==> config.mk <==
export PLATFORM = sky130hd
export DESIGN_NAME = lcd_scanline_mode_timer
export DESIGN_NICKNAME = d
export VERILOG_FILES = /design/src/hw/rtl/lcdt_pkg.sv /design/src/hw/rtl/lcdt_cfg_regs.sv /design/src/hw/rtl/lcdt_step.sv /design/src/hw/rtl/lcd_scanline_mode_timer.sv
export SDC_FILE = /design/constraint.sdc
export NUM_CORES = 1
export LEC_CHECK = 0
export BUFFER_PORTS_ARGS = -buffer_cell sky130_fd_sc_hd__buf_2
export CAP_MARGIN = 30
export CORE_AREA = 2 2 125 152
export CTS_BUF_LIST = sky130_fd_sc_hd__clkbuf_4
export CTS_CLUSTER_DIAMETER = 30
export DETAILED_ROUTE_END_ITERATION = 8
export DIE_AREA = 0 0 127 154
export PLACE_DENSITY_LB_ADDON = 0.3
export SLEW_MARGIN = 10
export SYNTH_ARGS = -nofsm -noshare
export SYNTH_HDL_FRONTEND = slang
export SYNTH_SLANG_ARGS = --single-unit
==> constraint.sdc <==
create_clock -name clk_i -period 6.15 [get_ports clk_i]
set_input_delay 1.5375 -clock clk_i [delete_from_list [all_inputs] [get_ports clk_i]]
set_output_delay 1.5375 -clock clk_i [all_outputs]
set_load 0.005 [all_outputs]
==> src/hw/rtl/lcdt_pkg.sv <==
// ----------------------------------------------------------------------------
// LCD scan-line mode timer package
// Shared widths, mode and register codes, and the structs that travel
// between the configuration registers, the step logic and the top level.
// ----------------------------------------------------------------------------
package lcdt_pkg;

  // Field and counter widths.
  localparam int unsigned CYC_W  = 12;
  localparam int unsigned CNT_W  = 20;
  localparam int unsigned LINE_W = 8;
  localparam int unsigned CTE_W  = 11;
  localparam int unsigned DUR_W  = 11;
  localparam int unsigned CFG_IDX_W  = 2;
  localparam int unsigned CFG_DATA_W = 8;

  // Mode durations in single speed, in machine cycles.
  localparam int unsigned LINE_CYCLES  = 456;
  localparam int unsigned OAM_CYCLES   = 80;
  localparam int unsigned XFER_CYCLES  = 172;
  localparam int unsigned HBL_CYCLES   = 204;
  localparam int unsigned FRAME_CYCLES = 70224;

  // Line numbers of interest.
  localparam logic [LINE_W-1:0] LINE_VBLANK_START = 8'd144;
  localparam logic [LINE_W-1:0] LINE_WRAP         = 8'd153;

  // Largest value shown on the countdown output.
  localparam logic [CTE_W-1:0] CTE_MAX = '1;

  // STAT interrupt enable bit positions.
  localparam int unsigned STAT_EN_HBLANK  = 0;
  localparam int unsigned STAT_EN_VBLANK  = 1;
  localparam int unsigned STAT_EN_OAM     = 2;
  localparam int unsigned STAT_EN_COMPARE = 3;

  // Display mode codes as seen on the lcd_mode output.
  typedef enum logic [1:0] {
    MODE_HBLANK = 2'd0,
    MODE_VBLANK = 2'd1,
    MODE_OAM    = 2'd2,
    MODE_XFER   = 2'd3
  } mode_e;

  // Configuration register indexes.
  typedef enum logic [CFG_IDX_W-1:0] {
    CFG_LCD_ON       = 2'd0,
    CFG_STAT_EN      = 2'd1,
    CFG_LINE_COMPARE = 2'd2,
    CFG_DOUBLE_SPEED = 2'd3
  } cfg_idx_e;

  // Configuration register contents.
  typedef struct packed {
    logic              lcd_on;
    logic [3:0]        stat_int_enables;
    logic [LINE_W-1:0] line_compare;
    logic              double_speed;
  } cfg_t;

  // Timer state carried from one beat to the next.
  typedef struct packed {
    logic signed [CNT_W-1:0] line_cd;
    logic signed [CNT_W-1:0] frame_cd;
    logic [LINE_W-1:0]       line;
    mode_e                   mode;
    logic                    coin;
  } state_t;

  // One result beat.
  typedef struct packed {
    logic [LINE_W-1:0] current_line;
    mode_e             lcd_mode;
    logic              coincidence;
    logic              vblank_irq;
    logic              stat_irq;
    logic              frame_done;
    logic              draw_line;
    logic              hblank_start;
    logic [CTE_W-1:0]  cycles_to_event;
  } result_t;

endpackage

==> src/hw/rtl/lcdt_cfg_regs.sv <==
// ----------------------------------------------------------------------------
// LCD timer configuration registers
// Holds the four configuration registers; writes are taken every cycle.
// ----------------------------------------------------------------------------
module lcdt_cfg_regs (
  input  logic                                clk_i,
  input  logic                                rst_ni,
  input  logic                                cfg_valid_i,
  output logic                                cfg_ready_o,
  input  lcdt_pkg::cfg_idx_e                  cfg_index_i,
  input  logic [lcdt_pkg::CFG_DATA_W-1:0]     cfg_data_i,
  output lcdt_pkg::cfg_t                      cfg_o
);

  lcdt_pkg::cfg_t cfg_q, cfg_d;

  // The register file never holds off a write.
  assign cfg_ready_o = 1'b1;

  // Decode the index and update the addressed register.
  always_comb begin
    cfg_d = cfg_q;
    if (cfg_valid_i) begin
      case (cfg_index_i)
        lcdt_pkg::CFG_LCD_ON:       cfg_d.lcd_on           = cfg_data_i[0];
        lcdt_pkg::CFG_STAT_EN:      cfg_d.stat_int_enables = cfg_data_i[3:0];
        lcdt_pkg::CFG_LINE_COMPARE: cfg_d.line_compare     = cfg_data_i;
        lcdt_pkg::CFG_DOUBLE_SPEED: cfg_d.double_speed     = cfg_data_i[0];
        default:                    cfg_d = cfg_q;
      endcase
    end
  end

  always_ff @(posedge clk_i or negedge rst_ni) begin
    if (!rst_ni) begin
      cfg_q.lcd_on           <= 1'b1;
      cfg_q.stat_int_enables <= '0;
      cfg_q.line_compare     <= '0;
      cfg_q.double_speed     <= 1'b0;
    end else begin
      cfg_q <= cfg_d;
    end
  end

  assign cfg_o = cfg_q;

endmodule

==> src/hw/rtl/lcdt_step.sv <==
// ----------------------------------------------------------------------------
// LCD timer step logic
// Combinational next state and result for one beat of elapsed cycles:
// one saturating subtract, at most one mode transition, one saturating add.
// ----------------------------------------------------------------------------
module lcdt_step #(
  parameter int unsigned FRAME_CYCLES = lcdt_pkg::FRAME_CYCLES
) (
  input  lcdt_pkg::cfg_t                 cfg_i,
  input  lcdt_pkg::state_t               state_i,
  input  logic [lcdt_pkg::CYC_W-1:0]     cyc_i,
  output lcdt_pkg::state_t               state_o,
  output lcdt_pkg::result_t              result_o
);

  localparam int unsigned EXT_W = lcdt_pkg::CNT_W + 2;
  localparam logic signed [lcdt_pkg::CNT_W-1:0] FRAME_BASE =
    lcdt_pkg::CNT_W'(FRAME_CYCLES);

  // Clamp a widened value back into the signed counter range.
  function automatic logic signed [lcdt_pkg::CNT_W-1:0] sat_cnt(
    input logic signed [EXT_W-1:0] v
  );
    logic ovf;
    logic signed [lcdt_pkg::CNT_W-1:0] r;
    ovf = (v[EXT_W-1:lcdt_pkg::CNT_W-1] != '0) && (v[EXT_W-1:lcdt_pkg::CNT_W-1] != '1);
    if (!ovf) begin
      r = v[lcdt_pkg::CNT_W-1:0];
    end else if (v[EXT_W-1]) begin
      r = {1'b1, {(lcdt_pkg::CNT_W-1){1'b0}}};
    end else begin
      r = {1'b0, {(lcdt_pkg::CNT_W-1){1'b1}}};
    end
    return r;
  endfunction

  // Scale a mode duration for double speed.
  function automatic logic [lcdt_pkg::DUR_W-1:0] dur(input int unsigned base, input logic dbl);
    logic [lcdt_pkg::DUR_W-1:0] b;
    b = lcdt_pkg::DUR_W'(base);
    return dbl ? (b << 1) : b;
  endfunction

  // Main step.
  always_comb begin
    logic signed [EXT_W-1:0]         sub_ext;
    logic signed [lcdt_pkg::CNT_W-1:0] sub_sat;
    logic signed [EXT_W-1:0]         frame_add;
    logic [lcdt_pkg::DUR_W-1:0]      add;
    logic [lcdt_pkg::LINE_W-1:0]     line_inc;
    logic                            dbl;
    lcdt_pkg::result_t               res;
    lcdt_pkg::state_t                nxt;

    dbl       = cfg_i.double_speed;
    nxt       = state_i;
    res       = '0;
    add       = '0;
    line_inc  = state_i.line + 1'b1;
    frame_add = dbl ? (EXT_W'(FRAME_BASE) <<< 1) : EXT_W'(FRAME_BASE);
    sub_ext   = '0;
    sub_sat   = '0;

    if (!cfg_i.lcd_on) begin
      // Display off: reset line to zero and mode to horizontal blank, run the frame countdown.
      nxt.line_cd = lcdt_pkg::CNT_W'(dur(lcdt_pkg::LINE_CYCLES, dbl));
      nxt.line    = '0;
      nxt.mode    = lcdt_pkg::MODE_HBLANK;
      nxt.coin    = 1'b0;
      sub_ext     = EXT_W'(state_i.frame_cd) - EXT_W'(cyc_i);
      sub_sat     = sat_cnt(sub_ext);
      nxt.frame_cd = sub_sat;
      if (sub_sat[lcdt_pkg::CNT_W-1] || (sub_sat == '0)) begin
        nxt.frame_cd   = sat_cnt(EXT_W'(sub_sat) + frame_add);
        res.frame_done = 1'b1;
      end
    end else begin
      sub_ext     = EXT_W'(state_i.line_cd) - EXT_W'(cyc_i);
      sub_sat     = sat_cnt(sub_ext);
      nxt.line_cd = sub_sat;
      if (sub_sat[lcdt_pkg::CNT_W-1] || (sub_sat == '0)) begin
        if (state_i.mode == lcdt_pkg::MODE_OAM) begin
          // OAM scan done: start pixel transfer.
          nxt.mode      = lcdt_pkg::MODE_XFER;
          add           = dur(lcdt_pkg::XFER_CYCLES, dbl);
          res.draw_line = 1'b1;
        end else if (state_i.mode == lcdt_pkg::MODE_XFER) begin
          // Transfer done: horizontal blank.
          nxt.mode         = lcdt_pkg::MODE_HBLANK;
          res.stat_irq     = cfg_i.stat_int_enables[lcdt_pkg::STAT_EN_HBLANK];
          add              = dur(lcdt_pkg::HBL_CYCLES, dbl);
          res.hblank_start = 1'b1;
        end else if ((state_i.line == '0) && (state_i.mode == lcdt_pkg::MODE_VBLANK)) begin
          // Leaving the wrapped line zero: first OAM scan of the frame.
          nxt.mode = lcdt_pkg::MODE_OAM;
          add      = dur(lcdt_pkg::OAM_CYCLES, dbl);
        end else begin
          // Line change.
          nxt.line = line_inc;
          if ((line_inc < lcdt_pkg::LINE_VBLANK_START) || (line_inc >= lcdt_pkg::LINE_WRAP)) begin
            res.stat_irq = cfg_i.stat_int_enables[lcdt_pkg::STAT_EN_OAM];
            if (line_inc >= lcdt_pkg::LINE_WRAP) begin
              nxt.line = '0;
              add      = dur(lcdt_pkg::LINE_CYCLES, dbl);
            end else begin
              nxt.mode = lcdt_pkg::MODE_OAM;
              add      = dur(lcdt_pkg::OAM_CYCLES, dbl);
            end
          end else begin
            // Vertical blank lines take a whole line each.
            add = dur(lcdt_pkg::LINE_CYCLES, dbl);
            if (line_inc == lcdt_pkg::LINE_VBLANK_START) begin
              nxt.mode       = lcdt_pkg::MODE_VBLANK;
              res.vblank_irq = 1'b1;
              res.frame_done = 1'b1;
              if (cfg_i.stat_int_enables[lcdt_pkg::STAT_EN_VBLANK]) begin
                res.stat_irq = 1'b1;
              end
            end
          end
          // Line compare is refreshed on every line change.
          nxt.coin = (nxt.line == cfg_i.line_compare);
          if (nxt.coin && cfg_i.stat_int_enables[lcdt_pkg::STAT_EN_COMPARE]) begin
            res.stat_irq = 1'b1;
          end
        end
        nxt.line_cd = sat_cnt(EXT_W'(sub_sat) + EXT_W'(add));
      end
    end

    // Result fields follow the updated state.
    res.current_line = nxt.line;
    res.lcd_mode     = nxt.mode;
    res.coincidence  = nxt.coin;
    if (nxt.line_cd[lcdt_pkg::CNT_W-1]) begin
      res.cycles_to_event = '0;
    end else if (nxt.line_cd > lcdt_pkg::CNT_W'(lcdt_pkg::CTE_MAX)) begin
      res.cycles_to_event = lcdt_pkg::CTE_MAX;
    end else begin
      res.cycles_to_event = nxt.line_cd[lcdt_pkg::CTE_W-1:0];
    end

    state_o  = nxt;
    result_o = res;
  end

endmodule

==> src/hw/rtl/lcd_scanline_mode_timer.sv <==
// ----------------------------------------------------------------------------
// LCD scan-line mode timer
// Turns elapsed machine cycle counts into display mode, line and interrupt
// events, one result beat for every input beat.
// ----------------------------------------------------------------------------
// Each input beat of elapsed cycles is latched in an input register and then
// processed by one pass of step logic that updates the timer state and loads
// the result register together, once the result register is free; a new beat
// can be taken every clock while the output is not stalled. The input register
// can still take a beat while an unclaimed result sits in the result register;
// input stalls once both are full. Configuration writes are accepted every cycle
// and take effect on the next processed beat; they should only be made while
// no beat is in flight.
module lcd_scanline_mode_timer #(
  parameter int unsigned FRAME_CYCLES = lcdt_pkg::FRAME_CYCLES
) (
  input  logic                                clk_i,
  input  logic                                rst_ni,
  // Configuration write channel.
  input  logic                                cfg_valid_i,
  output logic                                cfg_ready_o,
  input  lcdt_pkg::cfg_idx_e                  cfg_index_i,
  input  logic [lcdt_pkg::CFG_DATA_W-1:0]     cfg_data_i,
  // Input channel.
  input  logic                                in_valid_i,
  output logic                                in_stall_o,
  input  logic [lcdt_pkg::CYC_W-1:0]          elapsed_cycles_i,
  // Output channel.
  output logic                                out_valid_o,
  input  logic                                out_stall_i,
  output logic [lcdt_pkg::LINE_W-1:0]         current_line_o,
  output logic [1:0]                          lcd_mode_o,
  output logic                                coincidence_o,
  output logic                                vblank_irq_o,
  output logic                                stat_irq_o,
  output logic                                frame_done_o,
  output logic                                draw_line_o,
  output logic                                hblank_start_o,
  output logic [lcdt_pkg::CTE_W-1:0]          cycles_to_event_o
);

  lcdt_pkg::cfg_t    cfg;
  lcdt_pkg::state_t  state_q, state_d;
  lcdt_pkg::result_t res_q, res_d;
  logic                          s1_valid_q;
  logic [lcdt_pkg::CYC_W-1:0]    s1_cyc_q;
  logic                          out_valid_q;
  logic                          adv;
  logic                          in_take;

  // Configuration registers.
  lcdt_cfg_regs u_cfg (
    .clk_i       (clk_i),
    .rst_ni      (rst_ni),
    .cfg_valid_i (cfg_valid_i),
    .cfg_ready_o (cfg_ready_o),
    .cfg_index_i (cfg_index_i),
    .cfg_data_i  (cfg_data_i),
    .cfg_o       (cfg)
  );

  // Step logic between the input register and the result register.
  lcdt_step #(
    .FRAME_CYCLES (FRAME_CYCLES)
  ) u_step (
    .cfg_i    (cfg),
    .state_i  (state_q),
    .cyc_i    (s1_cyc_q),
    .state_o  (state_d),
    .result_o (res_d)
  );

  // The result register moves when empty or when its beat is taken.
  assign adv        = !out_valid_q || !out_stall_i;
  assign in_stall_o = s1_valid_q && !adv;
  assign in_take    = in_valid_i && !in_stall_o;

  // Input register.
  always_ff @(posedge clk_i or negedge rst_ni) begin
    if (!rst_ni) begin
      s1_valid_q <= 1'b0;
    end else if (!s1_valid_q || adv) begin
      s1_valid_q <= in_valid_i;
    end
  end

  always_ff @(posedge clk_i) begin
    if (in_take) begin
      s1_cyc_q <= elapsed_cycles_i;
    end
  end

  // Timer state advances with each processed beat.
  always_ff @(posedge clk_i or negedge rst_ni) begin
    if (!rst_ni) begin
      state_q.line_cd  <= lcdt_pkg::CNT_W'(lcdt_pkg::LINE_CYCLES);
      state_q.frame_cd <= lcdt_pkg::CNT_W'(FRAME_CYCLES - lcdt_pkg::LINE_CYCLES);
      state_q.line     <= '0;
      state_q.mode     <= lcdt_pkg::MODE_HBLANK;
      state_q.coin     <= 1'b0;
    end else if (adv && s1_valid_q) begin
      state_q <= state_d;
    end
  end

  // Result register.
  always_ff @(posedge clk_i or negedge rst_ni) begin
    if (!rst_ni) begin
      out_valid_q <= 1'b0;
    end else if (adv) begin
      out_valid_q <= s1_valid_q;
    end
  end

  always_ff @(posedge clk_i) begin
    if (adv && s1_valid_q) begin
      res_q <= res_d;
    end
  end

  assign out_valid_o       = out_valid_q;
  assign current_line_o    = res_q.current_line;
  assign lcd_mode_o        = res_q.lcd_mode;
  assign coincidence_o     = res_q.coincidence;
  assign vblank_irq_o      = res_q.vblank_irq;
  assign stat_irq_o        = res_q.stat_irq;
  assign frame_done_o      = res_q.frame_done;
  assign draw_line_o       = res_q.draw_line;
  assign hblank_start_o    = res_q.hblank_start;
  assign cycles_to_event_o = res_q.cycles_to_event;

  // An accepted input beat is held in the input register next cycle.
  a_in_held: assert property (@(posedge clk_i) disable iff (!rst_ni)
    in_take |=> s1_valid_q)
    else $error("accepted input beat was lost");

  // Vertical blank begins only on the first blank line and ends a frame.
  a_vblank_line: assert property (@(posedge clk_i) disable iff (!rst_ni)
    (out_valid_o && vblank_irq_o) |->
      (frame_done_o && (current_line_o == lcdt_pkg::LINE_VBLANK_START)))
    else $error("vblank pulse off the first blank line");

  // A draw pulse is always reported with the transfer mode.
  a_draw_mode: assert property (@(posedge clk_i) disable iff (!rst_ni)
    (out_valid_o && draw_line_o) |-> (lcd_mode_o == lcdt_pkg::MODE_XFER))
    else $error("draw pulse outside pixel transfer");

  // Blank mode on a visible line only occurs on the wrapped line zero.
  a_vblank_range: assert property (@(posedge clk_i) disable iff (!rst_ni)
    (out_valid_o && (lcd_mode_o == lcdt_pkg::MODE_VBLANK)) |->
      ((current_line_o >= lcdt_pkg::LINE_VBLANK_START) || (current_line_o == '0)))
    else $error("vertical blank mode on a visible line");

endmodule
==> impl_metrics.py <==
metrics = {
    "synth": {
        "ys.flop_type": "dfrtp_1",
        "yosysSeqAreaShare_pct": 32.2,
        "ys_top_cells_by_count": "nor2_1 (116), nand2_1 (76), a21oi_1 (65), o21ai_0 (63), dfrtp_1 (58)",
        "syn_area_mm2": 0.00889,
        "yosysMostFrequentCell": "nor2_1",
        "yosys.cell_types.count": 103,
        "ys_top_cells_by_area": "dfrtp_1 (16%), edfxtp_1 (13%), ha_1 (7.2%)",
        "post_synth.cell_area_avg_um2": 8.79,
        "synth_edf_count": 39,
        "ys_warn_count": 0,
        "synth_nets": 1093,
        "yosysTopAreaCell": "dfrtp_1",
        "async_flop_share_pct": 63.2,
        "synthCells": 1011,
        "synth_top_area_share_pct": 16.3,
        "synth-seq-cells": 106,
    },
    "sta": {
        "max_freq_ghz": 0.171,
        "hold_viol": 0,
        "worst_slack_ns": 0.297,
        "setup_viol_count_final": 0,
        "fin_setup_tns_ns": 0,
        "tightest_slew_ns": 0.763,
        "finalClockSkew_ns": 0.0389,
        "post-route-min-period_ns": 5.85,
        "relSlewSlack_pct": 48.9,
        "finalMaxSlewViolations": 0,
        "timing.final.crit_share_pct": 95.2,
    },
    "placed_design": {
        "place.gp.congestion": 0.951,
        "place_inst": 1283,
        "placed_cell_area_mm2": 0.00950,
        "hpwlAfterDp_um": 19100,
        "portBuffers": 55,
        "pre_cts_slack_ns": 0.108,
    },
    "critical_path": {
        "cp.required_ns": 6.55,
        "cp_slowest_stage_delay_ns": 0.46,
        "cp-start-kind": "flip-flop",
        "endpoint_kind": "flip-flop",
        "path_max_fanout": 21,
        "cp.arrival_ns": 6.25,
        "worstSetupPathType": "flip-flop to flip-flop",
        "slowest_stage": "edfxtp_1",
    },
    "clocking": {
        "cts_made_buffers": 9,
        "ctsHoldBuffers": 0,
        "htree_levels": 3,
        "cts_tree": "done",
        "max-clock-path-buffers": 2,
        "clk_pin_slew_ns": 0.19,
        "cts_root_buf": "clkbuf_4",
        "cts.sinks": 106,
        "clk_latency_ns": 0.55,
    },
    "cells_and_area": {
        "area_delta_synth_final_pct": 10.1,
        "layout-drive-gt1-share_pct": 20.6,
        "fill_cells": 1683,
        "final_cells": 1304,
        "fin_area_mm2": 0.00979,
        "final_nets": 1156,
    },
    "route": {
        "dr.pass1.iters": 5,
        "detail_route.wl_per_cell_um": 19.2,
        "wl_um": 25100,
        "dr.first_iter.drc_count": 577,
        "viasPerCell": 6.12,
        "via_count": 7986,
        "postRouteAntennaNets": 0,
        "drc_errors": 0,
    },
    "status": {
        "outcome": "finished, final reports clean",
    },
    "global_routing": {
        "grt_max_degree": 68,
        "grtUsageMet3_pct": 3.13,
        "antenna_found_initial": 1,
        "grt-busiest-layer": "met2",
        "grt_pass1_vias": 7733,
        "grt-ovfl-total": 0,
        "use_met1_pct": 31.6,
        "grt_pass1_wl_um": 40200,
        "track_usage_pct": 26.0,
        "grt_use_met2_pct": 45.4,
    },
    "die": {
        "io-pin-count": 57,
        "core_mm2": 0.0180,
        "die_area_mm2": 0.0196,
        "start_util_pct": 49.5,
        "row_count": 54,
        "chipHeight_um": 154,
        "die_w_um": 127,
    },
    "min_path": {
        "hold_class": "flip-flop to flip-flop",
    },
    "job": {
        "drv_cap": 0,
    },
}
path summary, 6_finish.rpt:
| kind | startpoint | slack, ns | end | cells past startpoint |
|---|---|---|---|---|
| max in group asynchronous | rst_ni | 4.67 | state_q[34] | 3 |
| worst min-delay path | state_q[34] | 0.51 | state_q[34] | 2 |
| worst min register to register | state_q[34] | 0.51 | state_q[34] | 2 |
| min in group asynchronous | rst_ni | 0.88 | state_q[48] | 2 |
| worst max-delay path | s1_cyc_q[1] | 0.30 | cycles_to_event_o[3] | 28 |
| worst max register to register | s1_cyc_q[1] | 0.30 | cycles_to_event_o[3] | 28 |
flip-flops by register name (all words and copies together), names as in the netlist, 2 cells and up:
register           count
s1_cyc_q              12
lcd_mode_o             2
current_line_o         8
cycles_to_event_o     11
state_q               51
u_cfg.cfg_o           14
cell type report:
type | count | area (µm²) | area share, %
well taps | 224 | 280 | 2.86
inverters | 43 | 161 | 1.65
clock inverters | 7 | 91.3 | 0.933
diodes | 1 | 2.50 | 0.0256
flip-flops and latches | 106 | 2860 | 29.2
repair buffers | 96 | 619 | 6.33
multi-input cells | 818 | 5700 | 58.3
clock buffers | 9 | 67.6 | 0.690
cells by family (layout without fill, tap and decap cells):
| logic type | Yosys count | count (layout) | synth area share [%] |
|---|---|---|---|
| buf+inv | 87 | 155 | 4.35 |
| fa+ha+maj | 55 | 55 | 8.08 |
| mux | 33 | 33 | 4.11 |
| compound gates | 317 | 317 | 25.1 |
| simple gates | 367 | 367 | 21.7 |
| other cells | 1 | 2 | 0.0422 |
| xor+xnor | 45 | 45 | 4.52 |
| flops | 106 | 106 | 32.2 |
per-stage QoR:
step | util, % | hold slack, ns
3_3_place_gp | 52.8 | 0.468
5_1_grt | 54.4 | 0.529
3_5_place_dp | 52.8 | 0.471
2_1_floorplan | - | 0.450
6_report | 54.4 | 0.509
4_1_cts | 53.7 | 0.506
what timing repair did:
item / in CTS / in global routing
endpoints found under the setup margin: 0 / 18
buffers inserted: 0 / 2
gates resized for setup: 0 / 18
critical path, delay by kind of cell, from the launching register on:
kind | cells | cell delay, ns
AO/OA/AOI/OAI | 10 | 1.88
XOR/XNOR | 1 | 0.17
adder cells (fa/ha/maj) | 4 | 1.13
buffers and inverters | 6 | 0.69
flip-flops | 1 | 0.46
AND/OR/NAND/NOR | 7 | 1.36
cells in the final DEF, fill, tap and decap left out, types with 13 or more instances in the layout:
master / n
and2_1: 13
dfrtp_1: 58
a21o_1: 18
nor2_1: 115
a31oi_1: 22
or3_1: 15
a21oi_2: 17
nand2_1: 76
nand3_1: 24
edfxtp_1: 39
xor2_1: 17
o21a_1: 17
a21oi_1: 63
nor3_1: 13
nand2b_1: 16
nor2b_1: 18
buf_2: 55
ha_1: 47
mux2_2: 28
o21ai_0: 62
inv_1: 38
xnor2_1: 26
o211ai_1: 15
buf_4: 38
metal layers:
metal  wire length [µm]  share of wire, %
met1              10200                41
met2              12600                50
met3               1010               4.0
met4               1300               5.2
met5                  0                 0
Power is left out: the tool's default activity adds up to more than one toggle a clock period on the data nets, which glitch-free logic cannot reach.
